### src/sv/oarb_pkg.sv
// ----------------------------------------------------------------------------
// oarb_pkg
// Shared codes, widths and types of the overlap-add ring buffer unit.
// ----------------------------------------------------------------------------
package oarb_pkg;

  // Width of every count field and of the configuration data
  localparam int CNT_W = 11;
  // Width of the opcode field
  localparam int OP_W = 2;
  // Width of the configuration register index
  localparam int REG_INDEX_W = 1;

  // Request opcodes
  localparam logic [OP_W-1:0] OP_WRITE = 2'd0;
  localparam logic [OP_W-1:0] OP_READ  = 2'd1;
  localparam logic [OP_W-1:0] OP_CLEAR = 2'd2;

  // Configuration register indexes
  localparam logic [REG_INDEX_W-1:0] REG_BUFFER_LENGTH = 1'd0;
  localparam logic [REG_INDEX_W-1:0] REG_HOP_LENGTH    = 1'd1;

  // Reset value of the hop length
  localparam logic [CNT_W-1:0] HOP_RESET = 11'd256;

  // Depths of the command queue and of the result buffer (powers of two)
  localparam int QUEUE_DEPTH = 2;
  localparam int OB_DEPTH    = 2;

  // Store operation handed from the front end to the back end
  typedef enum logic [1:0] {
    CMD_NONE,
    CMD_WRITE,
    CMD_READ,
    CMD_CLEAR
  } cmd_kind_t;

  // Result fields settled by the front end
  typedef struct packed {
    logic             accepted;
    logic [CNT_W-1:0] free_space;
    logic [CNT_W-1:0] readable;
  } res_info_t;

endpackage

### src/sv/oarb_queue.sv
// ----------------------------------------------------------------------------
// oarb_queue
// Short flop FIFO that carries store commands from the front end to the
// back end, so that each side stalls on its own.
// ----------------------------------------------------------------------------
module oarb_queue #(
  parameter int WIDTH = 64
) (
  input  logic             clk,
  input  logic             rst,
  input  logic             push,
  input  logic [WIDTH-1:0] wdata,
  output logic             full,
  input  logic             pop,
  output logic             valid,
  output logic [WIDTH-1:0] rdata
);
  import oarb_pkg::*;

  localparam int PTR_W = (QUEUE_DEPTH > 1) ? $clog2(QUEUE_DEPTH) : 1;
  localparam int CNT_QW = $clog2(QUEUE_DEPTH + 1);

  logic [WIDTH-1:0]  slots [QUEUE_DEPTH];
  logic [PTR_W-1:0]  wr_ptr;
  logic [PTR_W-1:0]  rd_ptr;
  logic [CNT_QW-1:0] count;

  assign full  = (count == CNT_QW'(QUEUE_DEPTH));
  assign valid = (count != '0);
  assign rdata = slots[rd_ptr];

  // Advance pointers and occupancy
  always_ff @(posedge clk) begin
    if (rst) begin
      wr_ptr <= '0;
      rd_ptr <= '0;
      count  <= '0;
    end else begin
      if (push) begin
        wr_ptr <= wr_ptr + 1'b1;
      end
      if (pop) begin
        rd_ptr <= rd_ptr + 1'b1;
      end
      if (push && !pop) begin
        count <= count + 1'b1;
      end else if (pop && !push) begin
        count <= count - 1'b1;
      end
    end
  end

  // Hold payload
  always_ff @(posedge clk) begin
    if (push) begin
      slots[wr_ptr] <= wdata;
    end
  end

endmodule

### config.mk
export PLATFORM = sky130hd
export DESIGN_NAME = oarb_queue
export DESIGN_NICKNAME = d
export VERILOG_FILES = /design/src/sv/oarb_pkg.sv /design/src/sv/oarb_queue.sv
export SDC_FILE = /design/constraint.sdc
export NUM_CORES = 1
export LEC_CHECK = 0
export ABC_AREA = 1
export BUFFER_PORTS_ARGS = -buffer_cell sky130_fd_sc_hd__buf_2
export CAP_MARGIN = 5
export CORE_ASPECT_RATIO = 0.8
export CORE_MARGIN = 2
export CORE_UTILIZATION = 52
export CTS_CLUSTER_DIAMETER = 200
export DETAILED_ROUTE_END_ITERATION = 10
export HOLD_SLACK_MARGIN = 0.03
export PLACE_DENSITY = 0.79
export RECOVER_POWER = 25
export SLEW_MARGIN = 20
export SYNTH_ARGS = -nofsm -noshare
export SYNTH_HDL_FRONTEND = slang
export SYNTH_SLANG_ARGS = --single-unit
### constraint.sdc
create_clock -name clk -period 3.9 [get_ports clk]
set_input_delay 0.39 -clock clk [delete_from_list [all_inputs] [get_ports clk]]
set_output_delay 0.39 -clock clk [all_outputs]
set_load 0.05 [all_outputs]
# Word-level counts from Yosys, hierarchy flattened
# Memory sizes are Yosys's and may differ from the RTL's. A register that Yosys moved wholly into a read port is not among the register bits.
# Cells that the tools add are included.
# op_classes
n_addsub	4
n_eq_ne	1
muxes	6
reduce_logical	6
# ops
op	n
$mux 1	4
$mux 2	2
$reduce_bool 2->1	2
$add 1x1->1 const B	2
$add 2x1->2 const B	1
$eq 2x2->1 const B	1
$logic_and 1x1->1	2
$logic_not 1->1	2
$sub 2x1->2 const B	1
# word_totals
reg_bits	4
ram_bits	128
input_bits	68
out_inout_bits	66
word_cells	21
n_memories	1
# mem_list
memory	words	word_bits	rd	rd_ports_with_merged_regs	wr	line_no	rtl
slots	2	64	1	1	1	oarb_queue.sv:23	logic [WIDTH-1:0] slots [QUEUE_DEPTH];

# Longest topological paths before layout
# Gate-level depths: netlist of run 1.
# logic_depth
ltp_word	4
mapped_depth	8
ltp_nobuf	8

# Worst setup path after synthesis of run 1
# OpenSTA, ideal clock, no wires.
# synth_path
path_type	in2reg
start	input port push
end	memory slots[0][0], enable pin
setup_ns	0.488
t_arrival_ns	3.114
t_required_ns	3.412
slack_ns	0.298
path_stages	2
n_path_buf	0
path_cell_list	inv_1 > nor2_1
# synth_between
elab_chain_cells	2
# synth_lines
element	line_no	rtl
start: declaration	oarb_queue.sv:11	input logic push,
$mux 1	oarb_queue.sv:55	if (push) begin
$mux 1 (not written as such)	oarb_queue.sv:56	slots[wr_ptr] <= wdata;
end: declaration	oarb_queue.sv:23	
# No other way between the ends.

==> impl_metrics.csv, run 1 <==
group,metric,value,unit
global_route,grt.total_usage,15.88,%
logic_synthesis,synthTopCellsByArea,"edfxtp_1 75%, mux2_4 18%, buf_12 2.3%, dfxtp_1 1.9%, mux2_2 0.88%",
logic_synthesis,yosysSeqAreaShare,76.62,%
place,numPortBuffers,133,
critical_path,regToRegSetupSlack,2000,ps
sta,finalCritPeriodShare,68.24,%
floorplanning,initial_core_util,53.35,%
global_route,grt_pass1_vias,2513,
sta,worst_slack,1239,ps
final_layout,fill_cells,658,
final_layout,drive_gt1_share,54.06,%
cts,postCtsSetupBuffers,0,
floorplanning,rows,32,
cts,cts_hold_buf,0,
global_route,grt_max_degree,53,
detailed_routing,drc,0,
critical_path,worstPathRequired,3510,ps
detailed_routing,viasPerCell,4.679,
sta,maxSlewViolCount,0,
floorplanning,die_w,115.2,um
sta,setup_viol,0,
place,dp.cells,498,
floorplanning,io_pins,134,
critical_path,arrival,2270,ps
detailed_routing,wire_per_inst,15.47,um
logic_synthesis,yosysTopAreaCell,"edfxtp_1",
cts,clock-sinks,133,
power,ir_worst_vdd,0.0004515,V
floorplanning,core,9649,um^2
logic_synthesis,synthCells,232,
logic_synthesis,synth.most_common_cell,"edfxtp_1",
logic_synthesis,synth_top_family_by_area,"multiplexers",
critical_path,r2r_end,"slots[1][40]",
logic_synthesis,yosysTopAreaCellShare,74.67,%
critical_path,critPathCaptureType,"primary output",
place,dp_slack,1651,ps
critical_path,crit_fanout,52,
final_layout,seq_area,3948,um^2
power,p_per_area,583.5,nW/um^2
detailed_routing,ant_nets,0,
logic_synthesis,synthTopCellsByCount,"128 x edfxtp_1, 60 x mux2_4, 9 x inv_1",
global_route,grt_overflow_total,0,
final_layout,area_growth,25.43,%
logic_synthesis,ys_ff_latch,133,
status,status,"completed",
logic_synthesis,synthXorXnorAreaFrac,0.1702,%
cts,tritoncts,"built",
place,gp_congestion,0.6908,
logic_synthesis,synth-compound-area-share,0.1945,%
logic_synthesis,synthSimpleGateAreaFrac,1.191,%
sta,hold_viol,0,
min_path,min_path_type,"in -> reg",
logic_synthesis,synthMuxAreaShare,18.38,%
sta,max_freq,375.8,MHz
logic_synthesis,synth_ff_type,"edfxtp_1",
detailed_routing,num_vias,2480,
cts,insertion_delay,400,ps
final_layout,fin_util,66.91,%
logic_synthesis,avgSynthCellArea,22.19,um^2
logic_synthesis,ys_warn_count,0,
detailed_routing,drtIter0Drc,124,
sta,finalSetupTns,0,ps
critical_path,reg2reg_depth,3,
critical_path,critPathCapture,"rdata[35]",
logic_synthesis,synth_enable_flop_cells,128,
global_route,grt_first_pass_wirelength,12140,um
final_layout,antennaDiodeCount,0,
final_layout,multiInputGateArea,1046,um^2
logic_synthesis,syn-num-nets,301,
place,dp_hpwl,5427,um
cts,htree_levels,4,
logic_synthesis,synth_area,5147,um^2
floorplanning,die_height,92.99,um
sta,tightest_slew,967.5,ps
cts,clk_pin_slew,60,ps
global_route,antenna_found_initial,0,
power,cellLeakagePower,2.584,nW
logic_synthesis,ys_types,16,
detailed_routing,wl,8197,um
place,place_area,5906,um^2
critical_path,startpoint_type,"flop",
detailed_routing,first_pass_iters,5,
sta,maxSlewHeadroom,35.50,%
cts,clockBufferDepth,2,
cts,post_cts_resized,0,
floorplanning,dieArea,10720,um^2
cts,cts_root_buffer,"clkbuf_16",
final_layout,final_nets,450,
critical_path,rr_startpoint,"wr_ptr",
sta,skew,4.969,ps
logic_synthesis,yosys.area_share.adder,0.2431,%
final_layout,postLayoutCellArea,6456,um^2
cts,numCtsBuffers,17,
final_layout,final_cells,530,
critical_path,crit_type,"reg -> out",
sta,period_minus_slack,2661,ps
flow_run,maxCapViolations,0,
logic_synthesis,async_flop_share,0,%
sta,grt_setup_unrepaired,"false",
## worst max-delay path: stages, from the launching register on
cell     delay [ps]
dfxtp_4         970
buf_4           320
mux2_4          310
buf_2           210
## report_power, final
part / switching [mW] / internal [mW]
clock: 0.519 / 0.985
combinational: 0.367 / 0.191
sequential: 0.0488 / 1.66
## how the worst min path moves through the flow
stage                     startpoint      endpoint  slack (ps)  cells after the start
after floorplan                  rst          flop         460                      1
after global placement        rd_ptr        rd_ptr         500                      2
after detailed placement      rd_ptr          flop         500                      2
after CTS                  wdata[22]  slots[1][22]         160                      1
after global routing       wdata[11]  slots[0][11]         150                      1
final                       wdata[0]   slots[0][0]         170                      1
## sequential cells by signal, indices dropped and copies added, names as in the netlist, named ones only
signal,flops
slots,128
rd_ptr,1
wr_ptr,1
count,2
## per-stage QoR
stage,hold WS [ps],total power [mW]
final,175.0,3.767
after global routing,154.3,3.906
after CTS,155.3,3.814
after detailed placement,501.2,2.298
after global placement,497.5,2.286
after floorplan,462.4,2.188
## final cells by class
type,instances,area share [%]
Clock inverter,14,2.190
Inverter,9,0.5233
Tap cell,136,2.636
Clock buffer,18,6.647
Timing Repair Buffer,137,10.66
Sequential cell,133,61.14
Multi-Input combinational cell,83,16.20
## cell families (layout without fill, tap and decap cells)
group                      count (synthesis)  count (layout)
DFF                                      133             133
buffers and inverters                     16             178
AOI/OAI and AO/OA                          2               2
xor gates and xnor gates                   1               1
adders and majority gates                  1               1
muxes                                     64              64
and+or+nand+nor                           15              15
## routing by layer
layer / wire (um) / track usage (%)
met5: 0 / 0
met2: 4032 / 25.78
met1: 3427 / 18.54
met4: 63 / 5.723
met3: 673 / 7.518
## cells in the final DEF (no fill, tap or decap), drive strengths merged, types with 3 or more instances in the layout
cell and n:
edfxtp 128, inv 9, buf 122, mux2 64, clkinv 11, dfxtp 5, nor2 6, nand2 6
bufinv 3, clkbuf 33
Power figures use the tool's default switching activity.
==> inputs of run 2 (changes only) <==
--- a/config.mk
+++ b/config.mk
@@ -10,11 +10,11 @@
 export CAP_MARGIN = 5
 export CORE_ASPECT_RATIO = 0.8
 export CORE_MARGIN = 2
-export CORE_UTILIZATION = 52
+export CORE_UTILIZATION = 47
 export CTS_CLUSTER_DIAMETER = 200
 export DETAILED_ROUTE_END_ITERATION = 10
 export HOLD_SLACK_MARGIN = 0.03
-export PLACE_DENSITY = 0.79
+export PLACE_DENSITY = 0.75
 export RECOVER_POWER = 25
 export SLEW_MARGIN = 20
 export SYNTH_ARGS = -nofsm -noshare
==> constraint.sdc (replaced) <==
create_clock -name clk -period 2.3 [get_ports clk]
set_input_delay 0.23 -clock clk [delete_from_list [all_inputs] [get_ports clk]]
set_output_delay 0.23 -clock clk [all_outputs]
set_load 0.05 [all_outputs]
==> impl_metrics.csv, run 2 (same netlist as run 1, synthesis figures left out) <==
group,metric,value,unit
status,status,"completed",
power,p_per_area,904.1,nW/um^2
sta,maxSlewHeadroom,73.19,%
critical_path,cpMaxStageDelayCell,"dfxtp_4",
power,p_sw,1.674,mW
final_layout,regMostFlops,"slots",
sta,finalSetupTns,0,ps
detailed_routing,viasPerCell,4.604,
floorplanning,dieArea,11810,um^2
critical_path,critPathCaptureType,"primary output",
detailed_routing,num_vias,2781,
detailed_routing,ant_nets,0,
place,numPortBuffers,133,
global_route,grt_first_pass_wirelength,14560,um
floorplanning,io_pins,134,
floorplanning,core,10760,um^2
cts,post_cts_resized,0,
cts,clk_pin_slew,50,ps
final_layout,postLayoutCellArea,7141,um^2
detailed_routing,first_pass_iters,4,
floorplanning,die_w,121.0,um
detailed_routing,drtIter0Drc,148,
sta,fin_hold_ws,52.62,ps
min_path,min_path_type,"in -> reg",
critical_path,worstPathRequired,2070,ps
cts,clock-sinks,133,
cts,clockBufferDepth,2,
sta,period_minus_slack,2058,ps
detailed_routing,wire_per_inst,15.39,um
cts,tritoncts,"built",
sta,skew,7.086,ps
cts,postCtsSetupBuffers,0,
power,p_total,6.456,mW
critical_path,crit_fanout,19,
detailed_routing,drc,0,
place,gp_congestion,0.6997,
floorplanning,rows,34,
cts,numCtsBuffers,17,
flow_run,maxCapViolations,0,
global_route,antenna_found_initial,0,
sta,finalCritPeriodShare,89.46,%
critical_path,crit_type,"reg -> out",
final_layout,largest_registers,"slots (128), count (2)",
final_layout,final_cell_mix,"128 x edfxtp_1, 106 x buf_2, 64 x dlygate4sd3_1, 60 x mux2_4, 27 x clkbuf_1",
final_layout,largest_register_ffs,128,
floorplanning,die_height,97.61,um
place,place_area,5968,um^2
critical_path,startpoint_type,"flop",
sta,maxSlewViolCount,0,
global_route,grt_pass1_vias,3033,
power,cellLeakagePower,2.822,nW
critical_path,arrival,1830,ps
global_route,grt_overflow_total,0,
global_route,grt_max_degree,55,
power,intPower,4.782,mW
cts,insertion_delay,400,ps
detailed_routing,wl,9297,um
final_layout,area_growth,38.72,%
final_layout,final_nets,516,
cts,htree_levels,4,
power,switching_share,25.93,%
sta,setup_viol,0,
cts,cts_hold_buf,64,
final_layout,final_common_cell,"edfxtp_1",
place,dp_hpwl,5605,um
sta,max_freq,486.0,MHz
floorplanning,initial_core_util,47.83,%
power,pwr-share-comb,16.7,%
final_layout,drive_gt1_share,44.78,%
sta,hold_viol,0,
power,ir_worst_vdd,0.0006478,V
sta,grt_setup_unrepaired,"false",
final_layout,antennaDiodeCount,0,
sta,tightest_slew,402.1,ps
critical_path,cpPeakStageDelay,600,ps
cts,cts_root_buffer,"clkbuf_16",
power,seqPwrFrac,44.3,%
critical_path,crit_chain,"buf_4, mux2_4, buf_2",
global_route,grt.total_usage,16.68,%
power,power_frac_clock,39.0,%
[run 2: cell count changes in the layout (fill, tap and decap cells not counted)]
cell and delta:
buf_12 +3, bufinv_16 -1, clkinv_2 -3, clkinv_1 -1
clkinvlp_4 +4, buf_4 -1, buf_1 -1, buf_2 -11
clkbuf_1 +11, dlygate4sd3_1 +64, clkinv_4 +2
[run 2: worst max-delay path: cells and delay by family, from the launching register on]
family | cells | cell delay (ps)
muxes | 1 | 330
buffers and inverters | 2 | 500
DFF | 1 | 600
[run 2: layout make-up]
type	count	area, um^2
Clock buffer	17	425.4
Clock inverter	15	140.1
Fill cell	727	3622
Inverter	9	33.78
Multi-Input combinational cell	83	1046
Sequential cell	133	3948
Tap cell	144	180.2
Timing Repair Buffer	203	1368
[run 2: worst paths after layout]
check / from / end / slack [ps] / depth (start not counted)
max: flop / rdata[17] / 240 / 3
min: rst / flop / 50 / 2
max reg2reg: wr_ptr / slots[1][47] / 850 / 3
min reg2reg: count[0] / count[0] / 560 / 2
[run 2: through the flow]
step           worst slack, ps  utilization (%)  instances
6_report                 242.3            66.35        604
5_1_grt                  167.7            66.35        604
4_1_cts                  220.0            66.66        604
3_5_place_dp             657.7            55.45        508
3_3_place_gp             679.4            55.45        508
2_1_floorplan            183.8                -        232
[run 2: layer usage]
layer  part of all wire (%)  GRT usage (%)
met1                     41          19.30
met2                     52          28.61
met3                    5.5          5.751
met4                    1.1          6.082
met5                      0              0
[run 2: power groups by stage]
stage	clock [mW]	sequential, mW	combinational [mW]
detailed placement	0	2.91	1.01
global placement	0	2.90	0.987
CTS	2.57	2.86	1.09
finish	2.51	2.86	1.08
global route	2.69	2.87	1.13
floorplan	0	2.88	0.825
