### config.mk
export PLATFORM = sky130hd
export DESIGN_NAME = oarb_front_flat
export DESIGN_NICKNAME = d
export VERILOG_FILES = /design/src/sv/oarb_pkg.sv /design/src/sv/oarb_if.sv /design/src/sv/oarb_mod.sv /design/src/sv/oarb_front.sv /design/src/flat_wrapper.sv
export SDC_FILE = /design/constraint.sdc
export NUM_CORES = 1
export LEC_CHECK = 0
export ABC_CLOCK_PERIOD_IN_PS = 23600
export BUFFER_PORTS_ARGS = -buffer_cell sky130_fd_sc_hd__buf_2
export CAP_MARGIN = 40
export CORE_AREA = 2 2 144 203
export DETAILED_ROUTE_END_ITERATION = 12
export DIE_AREA = 0 0 146 205
export GPL_ROUTABILITY_DRIVEN = 0
export PLACE_DENSITY = 0.66
export SETUP_SLACK_MARGIN = 0.05
export SLEW_MARGIN = 10
export SYNTH_ARGS = -nofsm -noshare
export SYNTH_HDL_FRONTEND = slang
export SYNTH_SLANG_ARGS = --single-unit
### constraint.sdc
create_clock -name clk -period 23.6 [get_ports clk]
set_clock_uncertainty 0.2 [all_clocks]
set_input_delay 4.72 -clock clk [delete_from_list [all_inputs] [get_ports clk]]
set_output_delay 4.72 -clock clk [all_outputs]
set_load 0.01 [all_outputs]
### src/sv/oarb_pkg.sv
// ----------------------------------------------------------------------------
// oarb_pkg
// Shared codes, widths and types of the overlap-add ring buffer unit.
// ----------------------------------------------------------------------------
package oarb_pkg;

  // Width of every count field and of the configuration data
  localparam int CNT_W = 11;
  // Width of the opcode field
  localparam int OP_W = 2;
  // Width of the configuration register index
  localparam int REG_INDEX_W = 1;

  // Request opcodes
  localparam logic [OP_W-1:0] OP_WRITE = 2'd0;
  localparam logic [OP_W-1:0] OP_READ  = 2'd1;
  localparam logic [OP_W-1:0] OP_CLEAR = 2'd2;

  // Configuration register indexes
  localparam logic [REG_INDEX_W-1:0] REG_BUFFER_LENGTH = 1'd0;
  localparam logic [REG_INDEX_W-1:0] REG_HOP_LENGTH    = 1'd1;

  // Reset value of the hop length
  localparam logic [CNT_W-1:0] HOP_RESET = 11'd256;

  // Depths of the command queue and of the result buffer (powers of two)
  localparam int QUEUE_DEPTH = 2;
  localparam int OB_DEPTH    = 2;

  // Store operation handed from the front end to the back end
  typedef enum logic [1:0] {
    CMD_NONE,
    CMD_WRITE,
    CMD_READ,
    CMD_CLEAR
  } cmd_kind_t;

  // Result fields settled by the front end
  typedef struct packed {
    logic             accepted;
    logic [CNT_W-1:0] free_space;
    logic [CNT_W-1:0] readable;
  } res_info_t;

endpackage

### src/sv/oarb_if.sv
// ----------------------------------------------------------------------------
// oarb_if
// Valid/ready channels of the overlap-add ring buffer unit: request elements
// in, result items out.
// ----------------------------------------------------------------------------
interface oarb_in_if #(
  parameter int SAMPLE_BITS = 24
) ();
  import oarb_pkg::*;

  logic                          valid;
  logic                          ready;
  logic [OP_W-1:0]               opcode;
  logic signed [SAMPLE_BITS-1:0] sample;
  logic [CNT_W-1:0]              frame_len;
  logic                          first;

  modport source (output valid, opcode, sample, frame_len, first, input ready);
  modport sink (input valid, opcode, sample, frame_len, first, output ready);
endinterface


### src/sv/oarb_mod.sv
// ----------------------------------------------------------------------------
// oarb_mod
// Restoring remainder unit, one dividend bit per cycle: gives the hop length
// modulo the buffer length for the write pointer advance.
// ----------------------------------------------------------------------------
module oarb_mod (
  input  logic                      clk,
  input  logic                      rst,
  input  logic                      start,
  input  logic [oarb_pkg::CNT_W-1:0] dividend,
  input  logic [oarb_pkg::CNT_W-1:0] divisor,
  output logic                      busy,
  output logic [oarb_pkg::CNT_W-1:0] rem
);
  import oarb_pkg::*;

  localparam int STEP_W = $clog2(CNT_W + 1);

  logic [CNT_W-1:0]  dvd;
  logic [CNT_W-1:0]  dsr;
  logic [STEP_W-1:0] steps;
  logic [CNT_W:0]    trial;

  // Shift in the next dividend bit
  assign trial = {rem, dvd[CNT_W-1]};
  assign busy  = (steps != '0);

  // Load operands, then subtract where the trial fits
  always_ff @(posedge clk) begin
    if (rst) begin
      steps <= '0;
    end else if (start) begin
      dvd   <= dividend;
      dsr   <= divisor;
      rem   <= '0;
      steps <= STEP_W'(CNT_W);
    end else if (busy) begin
      dvd   <= dvd << 1;
      steps <= steps - 1'b1;
      if (trial >= {1'b0, dsr}) begin
        rem <= CNT_W'(trial - {1'b0, dsr});
      end else begin
        rem <= CNT_W'(trial);
      end
    end
  end

endmodule

### src/sv/oarb_front.sv
// ----------------------------------------------------------------------------
// oarb_front
// Front end: takes request elements, checks each request on its first
// element, keeps pointers and space count, and issues one store command
// with its result fields per element.
// ----------------------------------------------------------------------------
module oarb_front #(
  parameter int DEPTH       = 1024,
  parameter int SAMPLE_BITS = 24
) (
  input  logic                                clk,
  input  logic                                rst,
  input  logic                                cfg_we,
  input  logic [oarb_pkg::REG_INDEX_W-1:0]    cfg_index,
  input  logic [oarb_pkg::CNT_W-1:0]          cfg_data,
  oarb_in_if.sink                             items,
  input  logic                                q_full,
  input  logic                                clearing,
  output logic                                push,
  output oarb_pkg::cmd_kind_t                 cmd_kind,
  output oarb_pkg::res_info_t                 cmd_info,
  output logic [$clog2(DEPTH)-1:0]            cmd_addr,
  output logic signed [SAMPLE_BITS-1:0]       cmd_sample
);
  import oarb_pkg::*;

  localparam int AW = $clog2(DEPTH);
  localparam logic [CNT_W-1:0] BL_RESET = CNT_W'((DEPTH < 1024) ? DEPTH : 1024);

  // Configuration and request state
  logic [CNT_W-1:0] buf_len;
  logic [CNT_W-1:0] hop_len;
  logic [CNT_W-1:0] rd_ptr;
  logic [CNT_W-1:0] wr_ptr;
  logic [CNT_W-1:0] space;
  logic [CNT_W-1:0] offset;
  logic [CNT_W-1:0] req_len;
  logic             req_ok;
  logic             req_read;
  logic             kick;

  logic [CNT_W-1:0] rd_ptr_next;
  logic [CNT_W-1:0] wr_ptr_next;
  logic [CNT_W-1:0] space_next;
  logic [CNT_W-1:0] offset_next;
  logic [CNT_W-1:0] req_len_next;
  logic             req_ok_next;
  logic             req_read_next;

  logic [CNT_W-1:0] bl_sat;
  logic [CNT_W-1:0] hop_mod;
  logic             mod_busy;
  logic             ready;
  logic [CNT_W-1:0] avail;
  logic [CNT_W:0]   waddr_sum;
  logic [CNT_W:0]   wp_sum;
  logic [CNT_W:0]   rp_inc;
  logic [CNT_W-1:0] addr_sel;
  logic             acc;

  // Hop length modulo buffer length, recomputed after every register write
  oarb_mod u_mod (
    .clk      (clk),
    .rst      (rst),
    .start    (kick),
    .dividend (hop_len),
    .divisor  (buf_len),
    .busy     (mod_busy),
    .rem      (hop_mod)
  );

  // Stall while the remainder settles, the store clears, or the queue is full
  assign ready       = !kick && !mod_busy && !q_full && !clearing;
  assign items.ready = ready;
  assign push        = items.valid && ready;

  // Clamp buffer length writes to 1..DEPTH
  always_comb begin
    if (cfg_data == '0) begin
      bl_sat = CNT_W'(1);
    end else if (32'(cfg_data) > DEPTH) begin
      bl_sat = CNT_W'(DEPTH);
    end else begin
      bl_sat = cfg_data;
    end
  end

  assign avail = buf_len - space;

  // Classify the element and work out state updates and result fields
  always_comb begin
    rd_ptr_next   = rd_ptr;
    wr_ptr_next   = wr_ptr;
    space_next    = space;
    offset_next   = offset;
    req_len_next  = req_len;
    req_ok_next   = req_ok;
    req_read_next = req_read;
    cmd_kind      = CMD_NONE;
    addr_sel      = '0;
    acc           = 1'b0;
    waddr_sum     = '0;
    wp_sum        = '0;
    rp_inc        = '0;
    if (items.opcode == OP_CLEAR) begin
      rd_ptr_next   = '0;
      wr_ptr_next   = '0;
      space_next    = buf_len;
      offset_next   = '0;
      req_len_next  = '0;
      req_ok_next   = 1'b0;
      req_read_next = 1'b0;
      cmd_kind      = CMD_CLEAR;
      acc           = 1'b1;
    end else begin
      // Open a new request on its first element
      if (items.first) begin
        offset_next  = '0;
        req_len_next = items.frame_len;
        unique case (items.opcode)
          OP_WRITE: begin
            req_read_next = 1'b0;
            req_ok_next   = (items.frame_len != '0) && (items.frame_len <= space);
          end
          OP_READ: begin
            req_read_next = 1'b1;
            req_ok_next   = (items.frame_len != '0) && (items.frame_len <= avail);
          end
          default: begin
            req_read_next = 1'b0;
            req_ok_next   = 1'b0;
          end
        endcase
      end
      if (req_ok_next && (offset_next < req_len_next)) begin
        acc = 1'b1;
        if (!req_read_next) begin
          // Write element: wrap pointer plus offset once
          cmd_kind  = CMD_WRITE;
          waddr_sum = {1'b0, wr_ptr} + {1'b0, offset_next};
          if (waddr_sum >= {1'b0, buf_len}) begin
            waddr_sum = waddr_sum - {1'b0, buf_len};
          end
          addr_sel = CNT_W'(waddr_sum);
          // Last element: advance write pointer by the hop, drop space
          if (({1'b0, offset_next} + 1'b1) == {1'b0, req_len_next}) begin
            wp_sum = {1'b0, wr_ptr} + {1'b0, hop_mod};
            if (wp_sum >= {1'b0, buf_len}) begin
              wp_sum = wp_sum - {1'b0, buf_len};
            end
            wr_ptr_next = CNT_W'(wp_sum);
            space_next  = (space > hop_len) ? (space - hop_len) : '0;
          end
        end else begin
          // Read element: take entry at read pointer and advance
          cmd_kind = CMD_READ;
          addr_sel = rd_ptr;
          rp_inc   = {1'b0, rd_ptr} + 1'b1;
          rd_ptr_next = (rp_inc == {1'b0, buf_len}) ? '0 : CNT_W'(rp_inc);
          if (space < buf_len) begin
            space_next = space + 1'b1;
          end
        end
        offset_next = offset_next + 1'b1;
      end
    end
  end

  assign cmd_addr            = AW'(addr_sel);
  assign cmd_sample          = items.sample;
  assign cmd_info.accepted   = acc;
  assign cmd_info.free_space = space_next;
  assign cmd_info.readable   = buf_len - space_next;

  // Hold configuration and request state
  always_ff @(posedge clk) begin
    if (rst) begin
      buf_len  <= BL_RESET;
      hop_len  <= HOP_RESET;
      rd_ptr   <= '0;
      wr_ptr   <= '0;
      space    <= BL_RESET;
      offset   <= '0;
      req_len  <= '0;
      req_ok   <= 1'b0;
      req_read <= 1'b0;
      kick     <= 1'b1;
    end else if (cfg_we) begin
      kick <= 1'b1;
      unique case (cfg_index)
        REG_BUFFER_LENGTH: begin
          buf_len  <= bl_sat;
          rd_ptr   <= '0;
          wr_ptr   <= '0;
          space    <= bl_sat;
          offset   <= '0;
          req_len  <= '0;
          req_ok   <= 1'b0;
          req_read <= 1'b0;
        end
        REG_HOP_LENGTH: begin
          hop_len <= cfg_data;
        end
      endcase
    end else begin
      kick <= 1'b0;
      if (push) begin
        rd_ptr   <= rd_ptr_next;
        wr_ptr   <= wr_ptr_next;
        space    <= space_next;
        offset   <= offset_next;
        req_len  <= req_len_next;
        req_ok   <= req_ok_next;
        req_read <= req_read_next;
      end
    end
  end

endmodule

### src/flat_wrapper.sv
// flat-port wrapper written by rule: the top's interface ports become plain ports
module oarb_front_flat import oarb_pkg::*;
#(
  parameter int DEPTH       = 1024,
  parameter int SAMPLE_BITS = 24
)
  (clk, rst, cfg_we, cfg_index, cfg_data, q_full, clearing, push, cmd_kind, cmd_info, cmd_addr, cmd_sample, items_valid, items_opcode, items_sample, items_frame_len, items_first, items_ready);
  oarb_in_if #(.SAMPLE_BITS(SAMPLE_BITS)) items_i ();
  input  logic clk;
  input  logic rst;
  input  logic cfg_we;
  input  logic [oarb_pkg::REG_INDEX_W-1:0] cfg_index;
  input  logic [oarb_pkg::CNT_W-1:0] cfg_data;
  input  logic q_full;
  input  logic clearing;
  output logic push;
  output oarb_pkg::cmd_kind_t cmd_kind;
  output oarb_pkg::res_info_t cmd_info;
  output logic [$clog2(DEPTH)-1:0] cmd_addr;
  output logic signed [SAMPLE_BITS-1:0] cmd_sample;
  input wire logic [$bits(items_i.valid)-1:0] items_valid;
  input wire logic [$bits(items_i.opcode)-1:0] items_opcode;
  input wire logic [$bits(items_i.sample)-1:0] items_sample;
  input wire logic [$bits(items_i.frame_len)-1:0] items_frame_len;
  input wire logic [$bits(items_i.first)-1:0] items_first;
  output wire logic [$bits(items_i.ready)-1:0] items_ready;
  assign items_i.valid = items_valid;
  assign items_i.opcode = items_opcode;
  assign items_i.sample = items_sample;
  assign items_i.frame_len = items_frame_len;
  assign items_i.first = items_first;
  assign items_ready = items_i.ready;
  oarb_front #(.DEPTH(DEPTH), .SAMPLE_BITS(SAMPLE_BITS)) u_core (.clk(clk), .rst(rst), .cfg_we(cfg_we), .cfg_index(cfg_index), .cfg_data(cfg_data), .items(items_i), .q_full(q_full), .clearing(clearing), .push(push), .cmd_kind(cmd_kind), .cmd_info(cmd_info), .cmd_addr(cmd_addr), .cmd_sample(cmd_sample));
endmodule
==> After elaboration in Yosys (flattened, before gate mapping) <==
Cells that the tools add are included.
{ "op_classes": {"n_addsub": 13, "order_cmp": 9, "n_eq_ne": 6, "muxes": 65, "bitwise_logic": 2, "n_reduce_logical": 28} }
{ "ops": {"columns": ["op", "count"], "rows": [
  ["$mux 11", 40],
  ["$sub 11x11->11", 5],
  ["$mux 10", 4],
  ["$ge 12x11->1", 3],
  ["$add 11x1->12 const B", 2],
  ["$add 11x11->12", 2],
  ["$eq 12x11->1", 2],
  ["$add 11x1->11 const B", 2],
  ["$le 11x11->1", 2],
  ["$lt 11x11->1", 2],
  ["$mux 1", 15],
  ["$gt 11x11->1", 1],
  ["$gt 11x11->1 const B", 1],
  ["$logic_not 11->1", 1],
  ["$reduce_bool 11->1", 1],
  ["$reduce_and 2->1", 5],
  ["$sub 10x10->10", 1],
  ["$reduce_bool 3->1", 3],
  ["$mux 4", 2],
  ["$logic_and 1x1->1", 7],
  ["$mux 2", 3],
  ["$reduce_and 5->1", 1],
  ["$logic_not 1->1", 4],
  ["$reduce_and 4->1", 1],
  ["other kinds (11)", 13]
]} }
{ "word_totals": {"register_bits": 117, "input_bits": 56, "out_inout_bits": 61, "wordCells": 138} }

==> Depth between registers and ports, before layout <==
{ "logic_depth": {"depth_word": 11, "ltp_mapped": 36, "mapped_depth_nobuf": 35} }

==> Modules after synthesis <==
A second synthesis with hierarchy kept.
{ "hier_totals": {"cells_unflattened": 1482, "area_unflattened_um2": 11659.9} }
{ "by_module_without_submodules": {"columns": ["mod", "n_inst", "cells_per_inst", "area_per_inst_um2", "seq_area_each_um2"], "rows": [
  ["oarb_front", 1, 1305, 9620.5, 1601.5],
  ["oarb_mod", 1, 177, 2039.5, 1071.0]
]} }

==> Worst setup path after synthesis <==
No wires, ideal clock.
{ "synth_path": {"kind": "input port to output port", "startpoint": "in items_first", "endpoint": "out cmd_info[10] (netlist bit)", "t_arrival_ns": 9.723, "slack_ns": 8.957, "stages": 26, "path_buffers": 5, "path_cell_list": "buf_6 -> buf_6 -> buf_2 -> buf_1 -> mux2i_1 -> ha_1 -> o21a_1 -> o21ai_0 -> a21oi_1 -> a221o_1 -> or2_2 -> clkbuf_1 -> a221o_1 -> o22ai_1 -> ha_1 -> inv_1 -> fa_1 -> nand2_1 -> nand2_1 -> a21oi_1 -> o21ai_0 -> a21oi_1 -> o21bai_1 -> a21oi_1 -> o21ai_0 -> xnor2_1"} }
{ "synth_rtl": {"columns": ["element", "line_no", "text"], "rows": [
  ["start: declaration", "flat_wrapper.sv:25", "input wire logic [$bits(items_i.first)-1:0] items_first;"],
  ["end: declaration", "flat_wrapper.sv:18", "output oarb_pkg::res_info_t cmd_info;"]
]} }

==> metrics <==
status=completed; hold buffers post-CTS=0; Cells after Synth=1,365; most frequent cell after synthesis=a21oi_1; Final ANT Viol Nets=0; CTS Buf Count=17; fin nets=roughly 1,600; GRT overflow=0; maxcap violations=0; maximum vdd drop=between 40 and 50 uV; final core occ=0.437; WP buf/inv=5; first-pass GRT wire length=55.3 mm; Area contributors post-synth=dfxtp_1 (15%), ha_1 (14%), edfxtp_1 (8.9%); Crit. End Element=primary output; setup_tns=0 ns; initial core utilization=0.395; worst rel slew slack=0.409; Crit path max-delay family=compound AO/OA/AOI/OAI gates; drt pass-1 iters=6; required time of the worst setup path=roughly 19 ns; total number of vias=between 10,000 and 15,000; clk_lat worst skew=roughly 0.44 ns; core area=0.0281 sq mm; routed len/inst=20.0 um; synthesis warning total=0; vias in the first global route=between 10,000 and 15,000; Power Dens Cells=between 50 and 60 mW/mm^2; crit path time final=between 15 and 20 ns; Final Slew Violations=0; die area=about 0.030 sq mm; PortBufs=slightly below 70; Max Freq=~66 MHz; post-synthesis average cell area=about 8 sq um; ys flop type=dfxtp_1; initial antenna violation count=0; WS Path Type=in -> out; Arr. time, crit path=slightly above 10 ns; Total Routing Usage GR=0.236; final wirelength=approximately 36 mm; RSZ-0062 raised after global routing=no; routed vias/inst=approximately 5.9; FF+latch count, synth=between 100 and 150; Post-Syn Nets=around 1,600; Post-synth EDFFs=33; ys async rst share=0; Clock Path Buffers=2; Pwr Total=between 600 and 700 uW; die width=between 100 and 150 um; Synth-to-Final Area Change=10.7%; post-synthesis sequential area ratio=0.241; Crit Path Max Fanout=36; HP Class=reg -> reg; H-tree depth=4; Resized Gates After CTS=0; largest net degree at the start of global routing=58; # IOs=between 100 and 150; area leader, netlist=dfxtp_1; drt initial violations=between 900 and 1,000; Post-DP HPWL=27.6 mm; Post-CTS Setup Bufs=0; top post-synthesis cells by count=a21oi_1 (124), ha_1 (123), nor2_1 (109); Leakage=5.25 nW; synth unique cells=85; Residual DRC=0; endpoints failing hold=0; clock transition at the registers of the reported paths=~0.060 ns; final setup vio count=0; startpoint type of the worst setup path=input port; fraction of layout cells with a size suffix above 1=0.125; Final Cycle Share=0.643; Slew @ Worst Pin=approximately 0.88 ns; Critical-path top delay cell=buf_2; num rows=between 70 and 80; Antenna Cells=0; CTS tree=built; CTS Root Cell=clkbuf_16; Cell Area, Synth=around 0.011 sq mm; Yosys top cell area share=0.151; slowest stage delay, CP=0.62 ns; clock sink count=approximately 120; Die Span Y=205 um
[layout make-up]
class,count,area [sq um]
tap,375,469
fill,2903,15800
clock buffer,18,429
timing repair buffer,89,510
multi-input combinational,1068,7640
clock inverter,14,176
inverter,108,405
sequential,117,2670
[worst min-delay path, cell delays in order, from the launching register on]
cell and delay, ns:
dfxtp_1 0.32, nand2_1 0.05, a21oi_1 0.05
[path summary, 6_finish.rpt]
kind	from	to	slack (ns)	depth (start not counted)
max	items_first	cmd_info[10]	8.42	26
min reg2reg	u_core.hop_len[9]	u_core.hop_len[9]	0.28	2
max reg2reg	u_core.buf_len[0]	u_core.rd_ptr[7]	17.44	24
min	u_core.hop_len[9]	u_core.hop_len[9]	0.28	2
[per-layer routing]
metal	wire, um	global-route usage	up-vias	part of all wire
li1	-	-	5012	-
met1	13600	0.255	4993	0.38
met2	18000	0.433	410	0.50
met3	1820	0.0347	153	0.051
met4	2310	0.145	0	0.065
met5	0	0	-	0
[cells by family after synthesis]
| logic type | count (synthesis) | share of synthesized area |
|---|---|---|
| simple gates | 426 | 0.199 |
| compound gates | 373 | 0.219 |
| buf+inv | 180 | 0.0724 |
| fa+ha+maj | 131 | 0.153 |
| flops | 117 | 0.241 |
| xor+xnor | 84 | 0.0662 |
| mux | 54 | 0.0507 |
[power breakdown]
group          switching, mW  leakage [nW]  internal [mW]
logic                  0.115          3.95         0.0769
registers            0.00818          1.01          0.215
clock network          0.107         0.292          0.167
[cells in the final DEF, fill, tap and decap left out, types with 17 or more instances in the layout]
| master | synthesis | layout |
|---|---|---|
| a211oi_1 | 21 | 21 |
| a21o_1 | 28 | 28 |
| a21oi_1 | 124 | 124 |
| and3_1 | 18 | 18 |
| buf_2 | 8 | 69 |
| buf_4 | 25 | 18 |
| clkbuf_16 | 0 | 17 |
| dfxtp_1 | 84 | 84 |
| edfxtp_1 | 33 | 33 |
| ha_1 | 123 | 123 |
| inv_1 | 107 | 107 |
| mux2i_1 | 38 | 38 |
| nand2_1 | 87 | 87 |
| nand3_1 | 35 | 35 |
| nand4_1 | 18 | 18 |
| nor2_1 | 109 | 107 |
| nor2b_1 | 28 | 28 |
| nor3_1 | 41 | 41 |
| o21ai_0 | 76 | 74 |
| xnor2_1 | 47 | 47 |
| xor2_1 | 37 | 37 |
[through the flow]
| stage | instances | area [sq um] | setup WS (ns) | hold WS (ns) |
|---|---|---|---|---|
| after floorplan | 1365 | 11100 | 8.96 | 0.246 |
| final | 1789 | 12300 | 8.42 | 0.276 |
| after global placement | 1752 | 11600 | 8.66 | 0.261 |
| after CTS | 1789 | 12300 | 8.49 | 0.277 |
| after detailed placement | 1757 | 11700 | 8.51 | 0.269 |
| after global routing | 1789 | 12300 | 8.00 | 0.290 |
Note: power is estimated with default switching activity, not from simulation.
